**src/fmrt_pkg.sv**
```systemverilog
// fmrt_pkg: constants, register map and sequencer states for the roi tracker
// no dependencies
package fmrt_pkg;

    localparam int MAX_POINTS     = 256;
    localparam int SMOOTH_Q8      = 128;
    localparam int RESET_FRAMES   = 30;
    localparam int NOMINAL_HEIGHT = 200;

    localparam int CNT_W  = $clog2(MAX_POINTS + 1);
    localparam int ADDR_W = $clog2(MAX_POINTS);
    localparam int DX_W   = 13;
    localparam int POS_W  = 12;
    localparam int SMOOTH_W = $clog2(SMOOTH_Q8 + 1) + 1;
    localparam int PROD_W = DX_W + SMOOTH_W;
    localparam int VAR_W  = PROD_W - 8;

    localparam int PADDR_W = 5;
    localparam int PDATA_W = 32;

    // register map, index = paddr / 4
    localparam logic [2:0] REG_MIN_TRACKED  = 3'd0;
    localparam logic [2:0] REG_MIN_SHIFT    = 3'd1;
    localparam logic [2:0] REG_LOWER_LIMIT  = 3'd2;
    localparam logic [2:0] REG_HOME_X       = 3'd3;
    localparam logic [2:0] REG_HOME_Y       = 3'd4;
    localparam logic [2:0] REG_WINDOW_WIDTH = 3'd5;
    localparam logic [2:0] REG_FRAME_WIDTH  = 3'd6;
    localparam logic [2:0] REG_SHARE_Q8     = 3'd7;

    localparam logic [8:0]  MIN_TRACKED_RST  = 9'd10;
    localparam logic [11:0] MIN_SHIFT_RST    = 12'd1;
    localparam logic [11:0] LOWER_LIMIT_RST  = 12'd600;
    localparam logic [11:0] HOME_X_RST       = 12'd0;
    localparam logic [11:0] HOME_Y_RST       = 12'd0;
    localparam logic [12:0] WINDOW_WIDTH_RST = 13'd400;
    localparam logic [12:0] FRAME_WIDTH_RST  = 13'd1920;
    localparam logic [8:0]  SHARE_Q8_RST     = 9'd64;

    typedef enum logic [2:0] {
        ST_COLLECT,
        ST_THRESH,
        ST_DECIDE,
        ST_SCAN,
        ST_SCALE,
        ST_VAR,
        ST_MOVE
    } state_t;

endpackage

```
**src/fmrt_ram.sv**
```systemverilog
// fmrt_ram: generic single-write, single-read ram with registered read data
// no dependencies
module fmrt_ram #(
    parameter int WIDTH = 13,
    parameter int DEPTH = 256
) (
    input  logic                     clk,
    input  logic                     we,
    input  logic [$clog2(DEPTH)-1:0] waddr,
    input  logic [WIDTH-1:0]         wdata,
    input  logic [$clog2(DEPTH)-1:0] raddr,
    output logic [WIDTH-1:0]         rdata
);

    logic [WIDTH-1:0] mem [DEPTH];

    always_ff @(posedge clk)
    begin
        if (we)
        begin
            mem[waddr] <= wdata;
        end
        rdata <= mem[raddr];
    end

endmodule

```
**src/flow_median_roi_tracker.sv**
```systemverilog
// flow_median_roi_tracker: moves a region-of-interest window by the median shift of points
// depends on fmrt_pkg and fmrt_ram
//
//  channel   ports                                         handshake
//  -------   -----------------------------------------     -----------------------------
//  points    tracked, point_dx, last_point                 start high and busy low
//  result    window_x, window_y, need_refresh, moved,      done high for one cycle
//            went_home
//  config    psel, penable, pwrite, paddr, pwdata,         apb write, pready tied high
//            prdata, pready
//
// a point that is not the last of its frame leaves busy low, so the next point can follow at once
// the last point starts the frame decision: the threshold and decide states,
// then the median in 13 bit passes over the n stored shifts, none when n is 0,
// then the scale, var and move states for scaling and clamping; done rises when the decision ends
// a refresh or idle frame answers from the decide state, with no median passes or scaling
// the median passes, one shift read per cycle from the store ram, set the frame latency
// reset is asynchronous; the shift store is not cleared, only its filled part is read
// the result receiver cannot stall: each result beat is shown for exactly one cycle
module flow_median_roi_tracker (
    input  logic                             clk,
    input  logic                             rst_n,
    // point beats
    input  logic                             start,
    output logic                             busy,
    input  logic                             tracked,
    input  logic signed [fmrt_pkg::DX_W-1:0] point_dx,
    input  logic                             last_point,
    // result beats
    output logic                             done,
    output logic [fmrt_pkg::POS_W-1:0]       window_x,
    output logic [fmrt_pkg::POS_W-1:0]       window_y,
    output logic                             need_refresh,
    output logic                             moved,
    output logic                             went_home,
    // configuration
    input  logic                             psel,
    input  logic                             penable,
    input  logic                             pwrite,
    input  logic [fmrt_pkg::PADDR_W-1:0]     paddr,
    input  logic [fmrt_pkg::PDATA_W-1:0]     pwdata,
    output logic [fmrt_pkg::PDATA_W-1:0]     prdata,
    output logic                             pready
);

    import fmrt_pkg::*;

    // configuration registers
    logic [8:0]  min_tracked_reg;
    logic [11:0] min_shift_reg;
    logic [11:0] lower_limit_reg;
    logic [11:0] home_x_reg;
    logic [11:0] home_y_reg;
    logic [12:0] window_width_reg;
    logic [12:0] frame_width_reg;
    logic [8:0]  share_q8_reg;

    // sequencer and frame state
    state_t state_reg, state_next;
    logic [CNT_W-1:0]  good_reg, good_next;
    logic [CNT_W-1:0]  ind_reg, ind_next;
    logic [POS_W-1:0]  win_x_reg, win_x_next;
    logic [POS_W-1:0]  win_y_reg, win_y_next;
    logic [7:0]        idle_reg, idle_next;
    logic [17:0]       thr_reg, thr_next;

    // median search
    logic [DX_W-1:0]   res_reg, res_next;
    logic [3:0]        bit_reg, bit_next;
    logic [CNT_W-1:0]  addr_reg, addr_next;
    logic [CNT_W-1:0]  cnt_reg, cnt_next;
    logic              rd_vld_reg, rd_vld_next;

    // scaling
    logic signed [PROD_W-1:0] prod_reg, prod_next;
    logic signed [VAR_W-1:0]  var_reg, var_next;

    // result flags
    logic done_reg, done_next;
    logic refresh_reg, refresh_next;
    logic moved_reg, moved_next;
    logic home_reg, home_next;

    // store ram
    logic              st_we;
    logic [DX_W-1:0]   st_rdata;

    // datapath helpers
    logic              accept;
    logic              cfg_wr;
    logic [DX_W-1:0]   mag;
    logic              is_ind;
    logic [DX_W-1:0]   trial;
    logic [DX_W-1:0]   key;
    logic              pass_end;
    logic signed [DX_W-1:0]   med;
    logic signed [PROD_W-1:0] prod_bias;
    logic signed [16:0]       nx;
    logic signed [14:0]       hi;
    logic signed [14:0]       hi_cl;
    logic [POS_W-1:0]         nx_cl;
    logic [14:0]              avar;
    logic [14:0]              ny_sum;
    logic [POS_W-1:0]         ny;
    logic                     push;
    logic [7:0]               idle_inc;

    assign accept = start && !busy;
    assign cfg_wr = psel && penable && pwrite && pready;
    assign pready = 1'b1;
    assign busy   = (state_reg != ST_COLLECT);

    assign mag    = point_dx[DX_W-1] ? DX_W'(-point_dx) : DX_W'(point_dx);
    assign is_ind = tracked && (mag >= {1'b0, min_shift_reg});
    assign st_we  = accept && is_ind && (ind_reg < CNT_W'(MAX_POINTS));

    fmrt_ram #(
        .WIDTH (DX_W),
        .DEPTH (MAX_POINTS)
    ) u_store (
        .clk   (clk),
        .we    (st_we),
        .waddr (ind_reg[ADDR_W-1:0]),
        .wdata (point_dx),
        .raddr (addr_reg[ADDR_W-1:0]),
        .rdata (st_rdata)
    );

    // keys are offset binary so an unsigned compare orders signed shifts
    assign trial    = res_reg | (DX_W'(1) << bit_reg);
    assign key      = st_rdata ^ {1'b1, {(DX_W-1){1'b0}}};
    assign pass_end = (addr_reg == ind_reg) && !rd_vld_reg;
    assign med      = $signed(res_reg ^ {1'b1, {(DX_W-1){1'b0}}});

    // truncate toward zero: bias negative products before the shift
    assign prod_bias = prod_reg + (prod_reg[PROD_W-1] ? PROD_W'(255) : PROD_W'(0));

    // window moves left by the scaled shift, clamped to the frame
    assign nx    = 17'($signed({1'b0, win_x_reg})) - 17'(var_reg);
    assign hi    = $signed({2'b00, frame_width_reg}) - $signed({2'b00, window_width_reg});
    assign hi_cl = (hi > 15'sd4095) ? 15'sd4095 : hi;

    always_comb
    begin
        if (nx > 17'(hi_cl))
        begin
            nx_cl = (hi_cl < 15'sd0) ? '0 : hi_cl[POS_W-1:0];
        end
        else if (nx < 17'sd0)
        begin
            nx_cl = '0;
        end
        else
        begin
            nx_cl = nx[POS_W-1:0];
        end
    end

    assign avar   = var_reg[VAR_W-1] ? 15'(-var_reg) : 15'(var_reg);
    assign ny_sum = {3'b000, win_y_reg} + avar;
    assign push   = (({1'b0, win_y_reg}) + 13'(NOMINAL_HEIGHT)) < {1'b0, lower_limit_reg};
    assign ny     = (ny_sum <= {3'b000, lower_limit_reg}) ? ny_sum[POS_W-1:0]
                                                          : lower_limit_reg;

    assign idle_inc = (idle_reg != 8'd255) ? idle_reg + 8'd1 : idle_reg;

    // next state
    always_comb
    begin
        state_next = state_reg;
        case (state_reg)
            ST_COLLECT:
            begin
                if (accept && last_point)
                begin
                    state_next = ST_THRESH;
                end
            end
            ST_THRESH:
            begin
                state_next = ST_DECIDE;
            end
            ST_DECIDE:
            begin
                if (good_reg < min_tracked_reg)
                begin
                    state_next = ST_COLLECT;
                end
                else if ({1'b0, ind_reg} >= thr_reg[17:8])
                begin
                    state_next = (ind_reg == '0) ? ST_SCALE : ST_SCAN;
                end
                else
                begin
                    state_next = ST_COLLECT;
                end
            end
            ST_SCAN:
            begin
                if (pass_end && (bit_reg == 4'd0))
                begin
                    state_next = ST_SCALE;
                end
            end
            ST_SCALE:
            begin
                state_next = ST_VAR;
            end
            ST_VAR:
            begin
                state_next = ST_MOVE;
            end
            ST_MOVE:
            begin
                state_next = ST_COLLECT;
            end
            default:
            begin
                state_next = ST_COLLECT;
            end
        endcase
    end

    // datapath and outputs
    always_comb
    begin
        good_next    = good_reg;
        ind_next     = ind_reg;
        win_x_next   = win_x_reg;
        win_y_next   = win_y_reg;
        idle_next    = idle_reg;
        thr_next     = thr_reg;
        res_next     = res_reg;
        bit_next     = bit_reg;
        addr_next    = addr_reg;
        cnt_next     = cnt_reg;
        rd_vld_next  = 1'b0;
        prod_next    = prod_reg;
        var_next     = var_reg;
        done_next    = 1'b0;
        refresh_next = refresh_reg;
        moved_next   = moved_reg;
        home_next    = home_reg;

        case (state_reg)
            ST_COLLECT:
            begin
                if (accept && tracked)
                begin
                    if (good_reg < CNT_W'(MAX_POINTS))
                    begin
                        good_next = good_reg + CNT_W'(1);
                    end
                    if (st_we)
                    begin
                        ind_next = ind_reg + CNT_W'(1);
                    end
                end
            end
            ST_THRESH:
            begin
                thr_next = 18'(good_reg * share_q8_reg);
            end
            ST_DECIDE:
            begin
                res_next  = '0;
                bit_next  = 4'(DX_W - 1);
                addr_next = '0;
                cnt_next  = '0;
                if (good_reg < min_tracked_reg)
                begin
                    done_next    = 1'b1;
                    refresh_next = 1'b1;
                    moved_next   = 1'b0;
                    home_next    = 1'b0;
                    good_next    = '0;
                    ind_next     = '0;
                end
                else if ({1'b0, ind_reg} >= thr_reg[17:8])
                begin
                    // empty set: median is zero, i.e. key at the offset point
                    if (ind_reg == '0)
                    begin
                        res_next = {1'b1, {(DX_W-1){1'b0}}};
                    end
                end
                else
                begin
                    done_next    = 1'b1;
                    refresh_next = 1'b0;
                    moved_next   = 1'b0;
                    idle_next    = idle_inc;
                    home_next    = (idle_inc >= 8'(RESET_FRAMES));
                    if (idle_inc >= 8'(RESET_FRAMES))
                    begin
                        win_x_next = home_x_reg;
                        win_y_next = home_y_reg;
                    end
                    good_next = '0;
                    ind_next  = '0;
                end
            end
            ST_SCAN:
            begin
                if (addr_reg < ind_reg)
                begin
                    addr_next   = addr_reg + CNT_W'(1);
                    rd_vld_next = 1'b1;
                end
                if (rd_vld_reg && (key < trial))
                begin
                    cnt_next = cnt_reg + CNT_W'(1);
                end
                if (pass_end)
                begin
                    // keep the bit while fewer than n/2 + 1 shifts lie below it
                    if (cnt_reg <= (ind_reg >> 1))
                    begin
                        res_next = trial;
                    end
                    bit_next  = bit_reg - 4'd1;
                    addr_next = '0;
                    cnt_next  = '0;
                end
            end
            ST_SCALE:
            begin
                prod_next = PROD_W'(med) * PROD_W'(SMOOTH_Q8);
            end
            ST_VAR:
            begin
                var_next = VAR_W'(prod_bias >>> 8);
            end
            ST_MOVE:
            begin
                win_x_next = nx_cl;
                if (push)
                begin
                    win_y_next = ny;
                end
                idle_next    = '0;
                done_next    = 1'b1;
                refresh_next = 1'b0;
                moved_next   = 1'b1;
                home_next    = 1'b0;
                good_next    = '0;
                ind_next     = '0;
            end
            default:
            begin
                done_next = 1'b0;
            end
        endcase
    end

    always_ff @(posedge clk or negedge rst_n)
    begin
        if (!rst_n)
        begin
            state_reg   <= ST_COLLECT;
            good_reg    <= '0;
            ind_reg     <= '0;
            win_x_reg   <= HOME_X_RST;
            win_y_reg   <= HOME_Y_RST;
            idle_reg    <= '0;
            rd_vld_reg  <= 1'b0;
            done_reg    <= 1'b0;
            refresh_reg <= 1'b0;
            moved_reg   <= 1'b0;
            home_reg    <= 1'b0;
        end
        else
        begin
            state_reg   <= state_next;
            good_reg    <= good_next;
            ind_reg     <= ind_next;
            win_x_reg   <= win_x_next;
            win_y_reg   <= win_y_next;
            idle_reg    <= idle_next;
            rd_vld_reg  <= rd_vld_next;
            done_reg    <= done_next;
            refresh_reg <= refresh_next;
            moved_reg   <= moved_next;
            home_reg    <= home_next;
        end
    end

    // search and scaling payload
    always_ff @(posedge clk)
    begin
        thr_reg  <= thr_next;
        res_reg  <= res_next;
        bit_reg  <= bit_next;
        addr_reg <= addr_next;
        cnt_reg  <= cnt_next;
        prod_reg <= prod_next;
        var_reg  <= var_next;
    end

    // configuration registers
    always_ff @(posedge clk or negedge rst_n)
    begin
        if (!rst_n)
        begin
            min_tracked_reg  <= MIN_TRACKED_RST;
            min_shift_reg    <= MIN_SHIFT_RST;
            lower_limit_reg  <= LOWER_LIMIT_RST;
            home_x_reg       <= HOME_X_RST;
            home_y_reg       <= HOME_Y_RST;
            window_width_reg <= WINDOW_WIDTH_RST;
            frame_width_reg  <= FRAME_WIDTH_RST;
            share_q8_reg     <= SHARE_Q8_RST;
        end
        else if (cfg_wr)
        begin
            case (paddr[4:2])
                REG_MIN_TRACKED:  min_tracked_reg  <= pwdata[8:0];
                REG_MIN_SHIFT:    min_shift_reg    <= pwdata[11:0];
                REG_LOWER_LIMIT:  lower_limit_reg  <= pwdata[11:0];
                REG_HOME_X:       home_x_reg       <= pwdata[11:0];
                REG_HOME_Y:       home_y_reg       <= pwdata[11:0];
                REG_WINDOW_WIDTH: window_width_reg <= pwdata[12:0];
                REG_FRAME_WIDTH:  frame_width_reg  <= pwdata[12:0];
                REG_SHARE_Q8:     share_q8_reg     <= pwdata[8:0];
                default:          min_tracked_reg  <= min_tracked_reg;
            endcase
        end
    end

    // register readback
    always_comb
    begin
        case (paddr[4:2])
            REG_MIN_TRACKED:  prdata = 32'(min_tracked_reg);
            REG_MIN_SHIFT:    prdata = 32'(min_shift_reg);
            REG_LOWER_LIMIT:  prdata = 32'(lower_limit_reg);
            REG_HOME_X:       prdata = 32'(home_x_reg);
            REG_HOME_Y:       prdata = 32'(home_y_reg);
            REG_WINDOW_WIDTH: prdata = 32'(window_width_reg);
            REG_FRAME_WIDTH:  prdata = 32'(frame_width_reg);
            REG_SHARE_Q8:     prdata = 32'(share_q8_reg);
            default:          prdata = '0;
        endcase
    end

    assign done         = done_reg;
    assign window_x     = win_x_reg;
    assign window_y     = win_y_reg;
    assign need_refresh = refresh_reg;
    assign moved        = moved_reg;
    assign went_home    = home_reg;

    // a frame decision always takes busy cycles after its last point
    a_last_goes_busy: assert property (@(posedge clk) disable iff (!rst_n)
        (start && !busy && last_point) |=> busy)
        else $error("last point did not start a decision");

    // each frame flags at most one outcome
    a_one_outcome: assert property (@(posedge clk) disable iff (!rst_n)
        done |-> $onehot0({need_refresh, moved, went_home}))
        else $error("more than one outcome flagged");

    // decisions are separated by at least one point, so beats never touch
    a_done_pulse: assert property (@(posedge clk) disable iff (!rst_n)
        done |=> !done)
        else $error("result strobe held two cycles");

    // a refresh leaves the window where it was
    a_refresh_holds: assert property (@(posedge clk) disable iff (!rst_n)
        (done && need_refresh) |-> ($stable(window_x) && $stable(window_y)))
        else $error("refresh moved the window");

    // the per-pass count never passes the number of stored shifts
    a_cnt_bound: assert property (@(posedge clk) disable iff (!rst_n)
        (state_reg == ST_SCAN) |-> (cnt_reg <= ind_reg))
        else $error("median pass count overran");

endmodule

```
**config.mk**
```make
export PLATFORM = sky130hd
export DESIGN_NAME = flow_median_roi_tracker
export DESIGN_NICKNAME = d
export VERILOG_FILES = /design/src/fmrt_pkg.sv /design/src/fmrt_ram.sv /design/src/flow_median_roi_tracker.sv
export SDC_FILE = /design/constraint.sdc
export NUM_CORES = 2
export LEC_CHECK = 0
export BUFFER_PORTS_ARGS = -buffer_cell sky130_fd_sc_hd__buf_2
export CAP_MARGIN = 20
export CORE_MARGIN = 5
export CORE_UTILIZATION = 30
export CTS_CLUSTER_DIAMETER = 30
export DETAILED_ROUTE_END_ITERATION = 16
export GPL_TIMING_DRIVEN = 0
export PLACE_DENSITY = 0.42
export REMOVE_ABC_BUFFERS = 1
export SYNTH_ARGS = -nofsm -noshare
export SYNTH_HDL_FRONTEND = slang
export SYNTH_SLANG_ARGS = --single-unit
```
**constraint.sdc**
```tcl
create_clock -name clk -period 6.77 [get_ports clk]
set_input_delay 0.677 -clock clk [delete_from_list [all_inputs] [get_ports clk]]
set_output_delay 0.677 -clock clk [all_outputs]
set_load 0.05 [all_outputs]
```
==> flow_metrics.py <==
metrics = {
    "placement": {
        "port-buffer-count": 78,
        "pre_cts_ws_ns": -0.212,
        "place_congestion": 0.779,
        "dp_hpwl_mm": 272,
    },
    "routing": {
        "via_per_inst": 4.87,
        "drt_iter0_drc": 5379,
        "wl_per_cell_um": 27.2,
        "drtAntennaViolNets": 0,
        "drtPass1Iterations": 7,
        "wirelength_mm": 413,
        "num_vias": 73959,
        "drc": 0,
    },
    "worst_setup_path": {
        "required_ns": 7.50,
        "critPathMaxFanout": 101,
        "crit_chain": "dlygate4sd3_1 -> buf_8 -> buf_16 -> or4_1 -> or3_1 -> o31ai_1 -> xnor2_1 -> ha_1 -> o21a_1 -> o21ai_0 -> a211oi_1 -> o41a_2 -> and3_1 -> nand3_1 -> nor2_1 -> buf_4",
        "critPathKind": "input pin to register",
        "reg2reg_slack_ns": 0.86,
        "cp_data_arrival_time_ns": 7.17,
        "end_kind": "register",
        "cp_slowest_cell": "nand3_1",
        "startpoint_type": "input pin",
        "reg2regPathDepth": 19,
        "crit_path_max_incr_delay_ns": 0.90,
    },
    "clock_network": {
        "clock-sinks": 3562,
        "cts_tree": "yes",
        "cts.path.max_buffers": 4,
        "clk-insertion-delay-late_ns": 1.05,
        "post-cts-setup-buffer-count": 0,
        "clk_pin_slew_ns": 0.05,
        "root_buffer": "clkbuf_16",
        "cts.htree.levels": 6,
        "cts_buffers": 820,
    },
    "power_and_ir_drop": {
        "ir_drop_v": 0.000282,
        "leakagePower_nw": 63.6,
        "p_per_area_nw_per_um2": 430,
        "power_mw": 81.4,
    },
    "synthesis": {
        "synth.avg_cell_area_um2": 20.6,
        "synth_top_area_share_pct": 70.5,
        "yosys.area_share.simple_pct": 2.81,
        "synth-edff-count": 3399,
        "ys_ff_latch": 3562,
        "async_flop_share_pct": 4.21,
        "synthCells": 7042,
        "synthMuxAreaShare_pct": 16.9,
        "ys_warn_count": 0,
        "yosysTopAreaCell": "edfxtp_1",
        "synth_compound_area_share_pct": 2.41,
        "synth_cell_type_count": 79,
        "synthAdderAreaFrac_pct": 2.30,
        "synth_area_leaders": "edfxtp_1 71%, mux4_2 16%, dfrtp_1 2.3%",
        "synth_top_family_by_area": "multiplexers",
        "synth_common_cells": "3399 x edfxtp_1, 1043 x mux4_2, 393 x nor2_1",
        "syn_area_um2": 145000,
        "synthMostInstantiatedCell": "edfxtp_1",
        "yosysSeqAreaShare_pct": 73.3,
        "ys.flop_type": "edfxtp_1",
        "synth-xor-area-share_pct": 0.569,
    },
    "timing": {
        "skew_ns": 0.0471,
        "setup_violations": 0,
        "hold_viol": 0,
        "finalSetupTns_ns": 0,
        "relSlewSlack_pct": 24.5,
        "tightest_slew_ns": 1.13,
        "max_freq_ghz": 0.155,
        "final_max_slew_viol_count": 0,
        "fin_ws_ns": 0.330,
        "post-route-min-period_ns": 6.44,
        "min_period_over_period_pct": 95.1,
        "rsz0062_at_grt": "no",
    },
    "grt": {
        "grtUsageTotal_pct": 16.3,
        "antenna_found_initial": 14,
        "grt_pass1_wl_mm": 591,
        "grt_pass1_vias": 79084,
        "grt_max_degree": 134,
        "grt-ovfl-total": 0,
    },
    "floorplanning": {
        "die_area_um2": 497000,
        "core_area_um2": 481000,
        "die_w_um": 705,
        "ios": 120,
        "rows": 255,
        "die_h_um": 705,
        "start_util_pct": 30.1,
    },
    "layout": {
        "fill_cells": 42849,
        "drive_above_1_share_pct": 35.9,
        "register_area_um2": 106000,
        "area.growth.synth_to_final_pct": 31.0,
        "multi_input_area_um2": 36800,
        "finalNetCount": 8335,
        "top_register": "u_store.mem",
        "largest_reg_flops": 3328,
    },
    "job": {
        "drv_cap": 0,
    },
    "status": {
        "status": "finished clean",
    },
    "hold_path": {
        "min_path_cells": 1,
        "hp-class": "input pin to register",
    },
}
## worst max-delay path, delay by kind of cell
| kind | cells | cell delay (ns) |
|---|---|---|
| AO/OA/AOI/OAI | 5 | 1.00 |
| adder cells (fa/ha/maj) | 1 | 0.29 |
| XOR/XNOR | 1 | 0.12 |
| buffers and inverters | 4 | 1.30 |
| AND/OR/NAND/NOR | 5 | 3.49 |
## layout make-up
cell class              instances  share of cell area [%]
inverters                     192                   0.380
clock buffers                 947                    11.3
flip-flops and latches       3562                    56.0
repair buffers                543                    5.00
diodes                          9                  0.0119
multi-input cells            2923                    19.4
clock inverters               580                    3.74
well taps                    6425                    4.24
## routing by layer
layer / vias to the layer above / wire length (um) / GRT usage, %
li1: 31452 / - / -
met1: 39879 / 182000 / 22.1
met2: 1974 / 200000 / 26.8
met3: 654 / 19200 / 2.89
met4: 0 / 12300 / 5.23
met5: - / 0 / 0
## cell usage in the layout (no fill, tap or decap), drive strengths merged, types with 48 or more instances in the layout
cell | synthesis | final
edfxtp | 3399 | 3399
nand2 | 228 | 228
mux4 | 1043 | 1043
buf | 166 | 518
nor2 | 393 | 393
nor3 | 50 | 50
a21oi | 125 | 125
fa | 52 | 52
inv | 192 | 227
bufinv | 0 | 134
clkinvlp | 0 | 89
clkbuf | 217 | 948
a22oi | 48 | 48
dfrtp | 135 | 135
ha | 183 | 183
clkinv | 0 | 322
xnor2 | 69 | 69
o21ai | 117 | 117
## through the flow
stage / std cells / hold slack [ns] / instance area (um^2) / utilization, %
2_1_floorplan: 6677 / 0.381 / 143000 / -
3_3_place_gp: 13180 / 0.458 / 151000 / 31.5
3_5_place_dp: 13620 / 0.457 / 161000 / 33.4
4_1_cts: 15171 / 0.0170 / 190000 / 39.4
5_1_grt: 15175 / 0.0486 / 190000 / 39.4
6_report: 15181 / 0.0725 / 190000 / 39.4
## worst paths after layout
check	startpoint	endpoint
min	point_dx[1]	u_store.mem[64][1]
max in group asynchronous	rst_n	lower_limit_reg[4]
max reg2reg	var_reg[0]	window_y[4]
max	point_dx[3]	u_store.mem[123][5]
min in group asynchronous	rst_n	good_reg[4]
min reg2reg	res_reg[4]	prod_reg[11]
## power by group
part | switching, mW | internal, mW | total (mW) | leakage [nW]
registers | 0.532 | 24.7 | 25.2 | 32.5
logic | 8.69 | 7.57 | 16.3 | 17.4
clock network | 12.5 | 27.5 | 40.0 | 13.7
total | 21.7 | 59.7 | 81.4 | 63.6
## what timing repair did
item | CTS | global route
gates resized for setup | 0 | 0
hold buffers | 24 | 0
endpoints found under the hold margin | 302 | 0
## cells by family (layout without fill, tap and decap cells)
family,after synthesis,count (layout)
other,2,29
DFF,3562,3562
buffers and inverters,575,2262
and+or+nand+nor,907,907
xor gates and xnor gates,94,94
adders and majority gates,235,235
muxes,1133,1133
AOI/OAI and AO/OA,534,534
No activity file was read; power rests on OpenSTA's default activity.
